File: src/rtl/lsvm_pkg.sv
package lsvm_pkg;

  localparam int VOICES       = 16;
  localparam int FRAME        = 128;
  localparam int SAMPLE_WORDS = 65536;

  localparam int VOICE_W = (VOICES > 1) ? $clog2(VOICES) : 1;
  localparam int FRAME_W = (FRAME > 1) ? $clog2(FRAME) : 1;
  localparam int MEM_AW  = $clog2(SAMPLE_WORDS);

  localparam int MIX_W = 20;

  typedef enum logic [1:0] {
    FUNC_WRITE = 2'd0,
    FUNC_START = 2'd1,
    FUNC_TICK  = 2'd2,
    FUNC_NONE  = 2'd3
  } func_t;

  typedef struct packed {
    logic mem_wr;
    logic voice_ld;
    logic clear;
    logic issue;
    logic frame_adv;
  } cmd_t;

  typedef struct packed {
    logic last;
  } status_t;

endpackage

File: src/rtl/lsvm_ctrl.sv
module lsvm_ctrl (
  input  logic              clk,
  input  logic              rst,
  input  logic              start,
  input  logic [1:0]        func,
  output logic              busy,
  output logic              done,
  output lsvm_pkg::cmd_t    cmd,
  input  lsvm_pkg::status_t status
);

  typedef enum logic [3:0] {
    S_IDLE  = 4'b0001,
    S_ISSUE = 4'b0010,
    S_DRAIN = 4'b0100,
    S_DONE  = 4'b1000
  } state_t;

  state_t state;
  state_t state_next;
  logic   accept;

  assign busy   = (state == S_ISSUE) || (state == S_DRAIN);
  assign done   = (state == S_DONE);
  assign accept = start && !busy;

  always_comb begin
    cmd           = '0;
    cmd.mem_wr    = accept && (func == lsvm_pkg::FUNC_WRITE);
    cmd.voice_ld  = accept && (func == lsvm_pkg::FUNC_START);
    cmd.clear     = accept && (func == lsvm_pkg::FUNC_TICK);
    cmd.issue     = (state == S_ISSUE);
    cmd.frame_adv = (state == S_DRAIN);
  end

  always_comb begin
    state_next = state;
    unique case (state)
      S_IDLE, S_DONE: begin
        if (accept && (func == lsvm_pkg::FUNC_TICK)) begin
          state_next = S_ISSUE;
        end else begin
          state_next = S_IDLE;
        end
      end
      S_ISSUE: begin
        if (status.last) begin
          state_next = S_DRAIN;
        end
      end
      S_DRAIN: begin
        state_next = S_DONE;
      end
      default: begin
        state_next = S_IDLE;
      end
    endcase
  end

  always_ff @(posedge clk) begin
    if (rst) begin
      state <= S_IDLE;
    end else begin
      state <= state_next;
    end
  end

  a_done_single: assert property (@(posedge clk) disable iff (rst) done |=> !done)
    else $error("result strobe held for more than one cycle");
  a_tick_busy: assert property (@(posedge clk) disable iff (rst)
    (start && !busy && (func == lsvm_pkg::FUNC_TICK)) |=> (busy && cmd.issue))
    else $error("accepted tick did not start the voice sweep");
  a_drain_done: assert property (@(posedge clk) disable iff (rst) cmd.frame_adv |=> done)
    else $error("frame update not followed by result");
  a_no_accept_busy: assert property (@(posedge clk) disable iff (rst)
    busy |-> !(cmd.mem_wr || cmd.voice_ld || cmd.clear))
    else $error("transaction taken while busy");

endmodule

File: config.mk
export PLATFORM = sky130hd
export DESIGN_NAME = lsvm_ctrl
export DESIGN_NICKNAME = d
export VERILOG_FILES = /design/src/rtl/lsvm_pkg.sv /design/src/rtl/lsvm_ctrl.sv
export SDC_FILE = /design/constraint.sdc
export NUM_CORES = 1
export LEC_CHECK = 0
export ABC_AREA = 1
export BUFFER_PORTS_ARGS = -buffer_cell sky130_fd_sc_hd__buf_2
export CAP_MARGIN = 20
export CORE_AREA = 2 2 39 41
export CTS_CLUSTER_DIAMETER = 80
export DETAILED_ROUTE_END_ITERATION = 10
export DIE_AREA = 0 0 41 43
export HOLD_SLACK_MARGIN = 0.02
export PLACE_DENSITY = 0.52
export SYNTH_ARGS = -nofsm -noshare
export SYNTH_HDL_FRONTEND = slang
export SYNTH_SLANG_ARGS = --single-unit
File: constraint.sdc
create_clock -name clk -period 1.45 [get_ports clk]
set_clock_uncertainty 0.15 [all_clocks]
set_input_delay 0.29 -clock clk [delete_from_list [all_inputs] [get_ports clk]]
set_output_delay 0.29 -clock clk [all_outputs]
set_load 0.01 [all_outputs]
==> implementation parameters <==
Parameter                              Value

Clocking
  Clk_lat worst skew ... 0.23 ns
  TritonCTS buffer count ... 3
  Hold bufs inserted after CTS ... 0
  H-Tree Level Count ... 1
  Register clock-pin slew on the reported worst setup and hold paths ... approximately 0.040 ns
  Bufs on Longest Clock Path ... 2
  Clock root cell ... sky130_fd_sc_hd__clkbuf_4
  CTS tree ... built
  Number of sinks driven by the clock tree ... 4

Logic synthesis
  Library cell with the highest instance count after synthesis ... sky130_fd_sc_hd__inv_1
  Xor and xnor fraction of the mapped netlist area ... 0%
  Fraction of the mapped netlist area in adder cells ... 0%
  Biggest area consumer among synthesized cells ... sky130_fd_sc_hd__dfxtp_1
  Async set-or-reset flop fraction in the synthesized netlist ... 0%
  Sequential share of the synthesized area ... between 20% and 30%
  Flops & latches, synth ... 4
  Most instantiated cells after synthesis ... sky130_fd_sc_hd__inv_1, sky130_fd_sc_hd__nor2_1, sky130_fd_sc_hd__dfxtp_1, sky130_fd_sc_hd__nand2_1, sky130_fd_sc_hd__nand2_2
  Gate count after technology mapping ... 40
  Number of nets in the synthesized netlist ... 46
  Main synth FF type ... sky130_fd_sc_hd__dfxtp_1
  Simple-Gate Fraction of Synth Area ... around half
  Number of different library cells in the post-synthesis netlist ... 17
  Synthesized-area fraction occupied by ao, oa, aoi and oai cells ... 6.31%
  Netlist Area Pre-Place ... between 200 and 300 um^2
  Number of enable-type register cells in the synthesized netlist ... 0
  Synth top area share ... about 29%
  Yosys Warn Count ... 0
  Dominant combinational cell family by area after synthesis ... simple AND/OR/NAND/NOR gates
  Per-instance average area after synthesis ... between 6 and 7 um^2
  Share of cell area taken by muxes after synthesis ... 0%
  Synth area leaders ... sky130_fd_sc_hd__dfxtp_1, sky130_fd_sc_hd__inv_1, sky130_fd_sc_hd__nor2_1

Pwr
  Total power divided by cell area ... about 690 nW/um^2
  Worst IR drop on VDD ... between 0.2 and 0.3 mV
  Total leakage power ... around 0.00024 uW

Critical path
  Setup Crit Path Kind ... flop to primary output
  Arrival time reported for the critical path endpoint ... about 1.2 ns
  Critical path launch point type ... flop
  Crit end category ... primary output
  Data required time at the worst endpoint ... between 1 and 1.5 ns
  Slack of the worst reg-to-reg path ... about 0.080 ns
  Highest net fanout along the worst path ... 3

Floorplanning
  I/O pin total ... 13
  Initial cell density of the core ... roughly a fifth
  Number of core rows ... 14
  Die H ... ~43 um
  Floorplan die width ... around 41 um
  Core footprint ... around 1400 um^2
  Die area ... ~1800 um^2

Layout
  Multi-input combinational cell area ... approximately 160 um^2
  Largest reg by FF count ... state
  Core utilization of the finished layout ... 31.9%
  Area growth from synthesis to layout ... 59.0%
  Filler cell count in the final layout ... 152
  Net count reported at finish ... roughly 70
  Regs by FF count ... state x4
  Max FFs per register ... 4
  Number of antenna cells inserted ... 0
  Register cell area after layout ... around 85 um^2
  Fraction of final layout cells sized beyond drive strength 1 ... between 70% and 80%

Timing
  Portion of the clock cycle consumed by the worst path in the final layout ... 112%
  Setup repair after global routing missed its margin ... true
  Minimum setup slack in the final design ... -0.180 ns
  Final count of pins violating max slew ... 0
  Final setup fails ... 7
  Post-layout min period ... 1.63 ns
  Top achievable clock speed ... between 600 and 700 MHz
  Hold Vio Cnt, Final ... 0
  Max-slew headroom ... between 80% and 90%
  Pin slew with the least headroom to its limit ... around 0.23 ns
  Accumulated negative setup slack ... -0.754 ns

Placement
  Post-Place Worst Slack ... between 0.02 and 0.025 ns
  Post-detailed-placement half-perimeter wirelength ... around 450 um
  Final estimated routing congestion in global placement ... between 0.6 and 0.7
  Count of buffers inserted at the top-level ports ... 12

Global route
  Pin count of the biggest net entering global routing ... 5
  Most congested layer reported by global routing ... met2
  Antenna violations before repair ... 0
  First-pass GRT wire length ... between 1000 and 1500 um
  Via count of the first global-routing pass ... roughly 290
  Total routing resource utilization after global routing ... just under 10%
  Global-route met2 utilization ... between 10% and 20%
  Met1 layer usage reported by global route ... 10.5%
  Global-route met3 utilization ... 3.14%
  Global-route congestion overflow total ... 0

Detailed routing
  Per-cell routed wire length ... approximately 7.9 um
  Detailed-route DRC error count ... 0
  Vias after detailed routing ... about 290
  Count of routing violations after the opening detailed-route iteration ... 2
  Detailed-router iteration count before antenna repair ... 2
  Aggregate routed wire length ... about 600 um
  Vias/cell ... between 3 and 4
  Final antenna-violating net count ... 0

Worst hold path
  Path category of the worst min-delay check ... input pin to flop

Outcome
  Result of the run ... complete, but fails checks
  Violations in the final reports ... negative setup slack

Run
  Max cap viols ... 0
-- metrics by stage --
step           cell area, um^2  std cells  total power [uW]  hold WS (ns)
6_report                   442         77               306        0.0994
5_1_grt                    442         77               324         0.117
4_1_cts                    418         75               308        0.0964
3_5_place_dp               365         69               162         0.353
3_3_place_gp               365         69               162         0.356
2_1_floorplan              278         40               147         0.202
-- final cells by class --
cell class / instances / share of cell area (%)
Inverter: 10 / 8.50
Clock buffer: 3 / 5.10
Sequential cell: 4 / 19.3
Multi-Input combinational cell: 25 / 35.7
Tap cell: 16 / 4.53
Timing Repair Buffer: 19 / 26.9
-- routing by layer --
| layer | part of all wire [%] | vias to the layer above |
|---|---|---|
| met2 | 50 | 12 |
| met4 | 3.3 | 0 |
| met1 | 39 | 119 |
| met3 | 7.9 | 2 |
| li1 | - | 158 |
| met5 | 0 | - |
-- final timing paths --
| kind | startpoint | endpoint | cells after the start |
|---|---|---|---|
| worst max-delay path | state[1]$_SDFFE_PP0P_ | cmd[4] | 8 |
| worst min-delay path | rst | state[1]$_SDFFE_PP0P_ | 2 |
| worst max register to register | state[1]$_SDFFE_PP0P_ | state[0]$_SDFFE_PP1P_ | 10 |
| worst min register to register | state[3]$_SDFFE_PP0P_ | state[3]$_SDFFE_PP0P_ | 4 |
-- cells by family (layout without fill, tap and decap cells) --
logic type,Yosys count,count (layout)
buffers and inverters,11,32
AO/OA/AOI/OAI,2,2
AND/OR/NAND/NOR,23,23
flip-flops,4,4
-- power breakdown --
part,total [uW],switching (uW),internal (uW)
registers,117,2.70,114
logic,50.8,27.0,23.8
clock network,138,45.4,92.6
total,306,75.2,231
-- layout by cell type, fill, tap and decap left out, types with 3 or more instances in the layout --
cell type / netlist / final
sky130_fd_sc_hd__buf_4: 1 / 7
sky130_fd_sc_hd__nor2_1: 6 / 4
sky130_fd_sc_hd__nand2_2: 3 / 3
sky130_fd_sc_hd__clkbuf_4: 0 / 3
sky130_fd_sc_hd__nor2_2: 2 / 4
sky130_fd_sc_hd__inv_2: 0 / 4
sky130_fd_sc_hd__buf_2: 0 / 11
sky130_fd_sc_hd__nand2_1: 4 / 4
sky130_fd_sc_hd__dfxtp_2: 0 / 4
sky130_fd_sc_hd__inv_1: 10 / 6
-- worst max-delay path: stages (launching register included) --
cell and delay, ns:
sky130_fd_sc_hd__dfxtp_2 0.32, sky130_fd_sc_hd__inv_2 0.06, sky130_fd_sc_hd__nor2_2 0.04, sky130_fd_sc_hd__nand2_2 0.08
sky130_fd_sc_hd__nand2_4 0.06, sky130_fd_sc_hd__nor2_4 0.12, sky130_fd_sc_hd__inv_2 0.05, sky130_fd_sc_hd__nor3_2 0.09
sky130_fd_sc_hd__buf_2 0.14
-- repair_timing --
action / CTS / global route
hold endpoints to repair: 0 / 0
gates resized for setup: 8 / 3
endpoints found under the setup margin: 6 / 7
setup buffers: 3 / 2
pin swaps: 3 / 2
No activity file was read; power rests on OpenSTA's default activity.
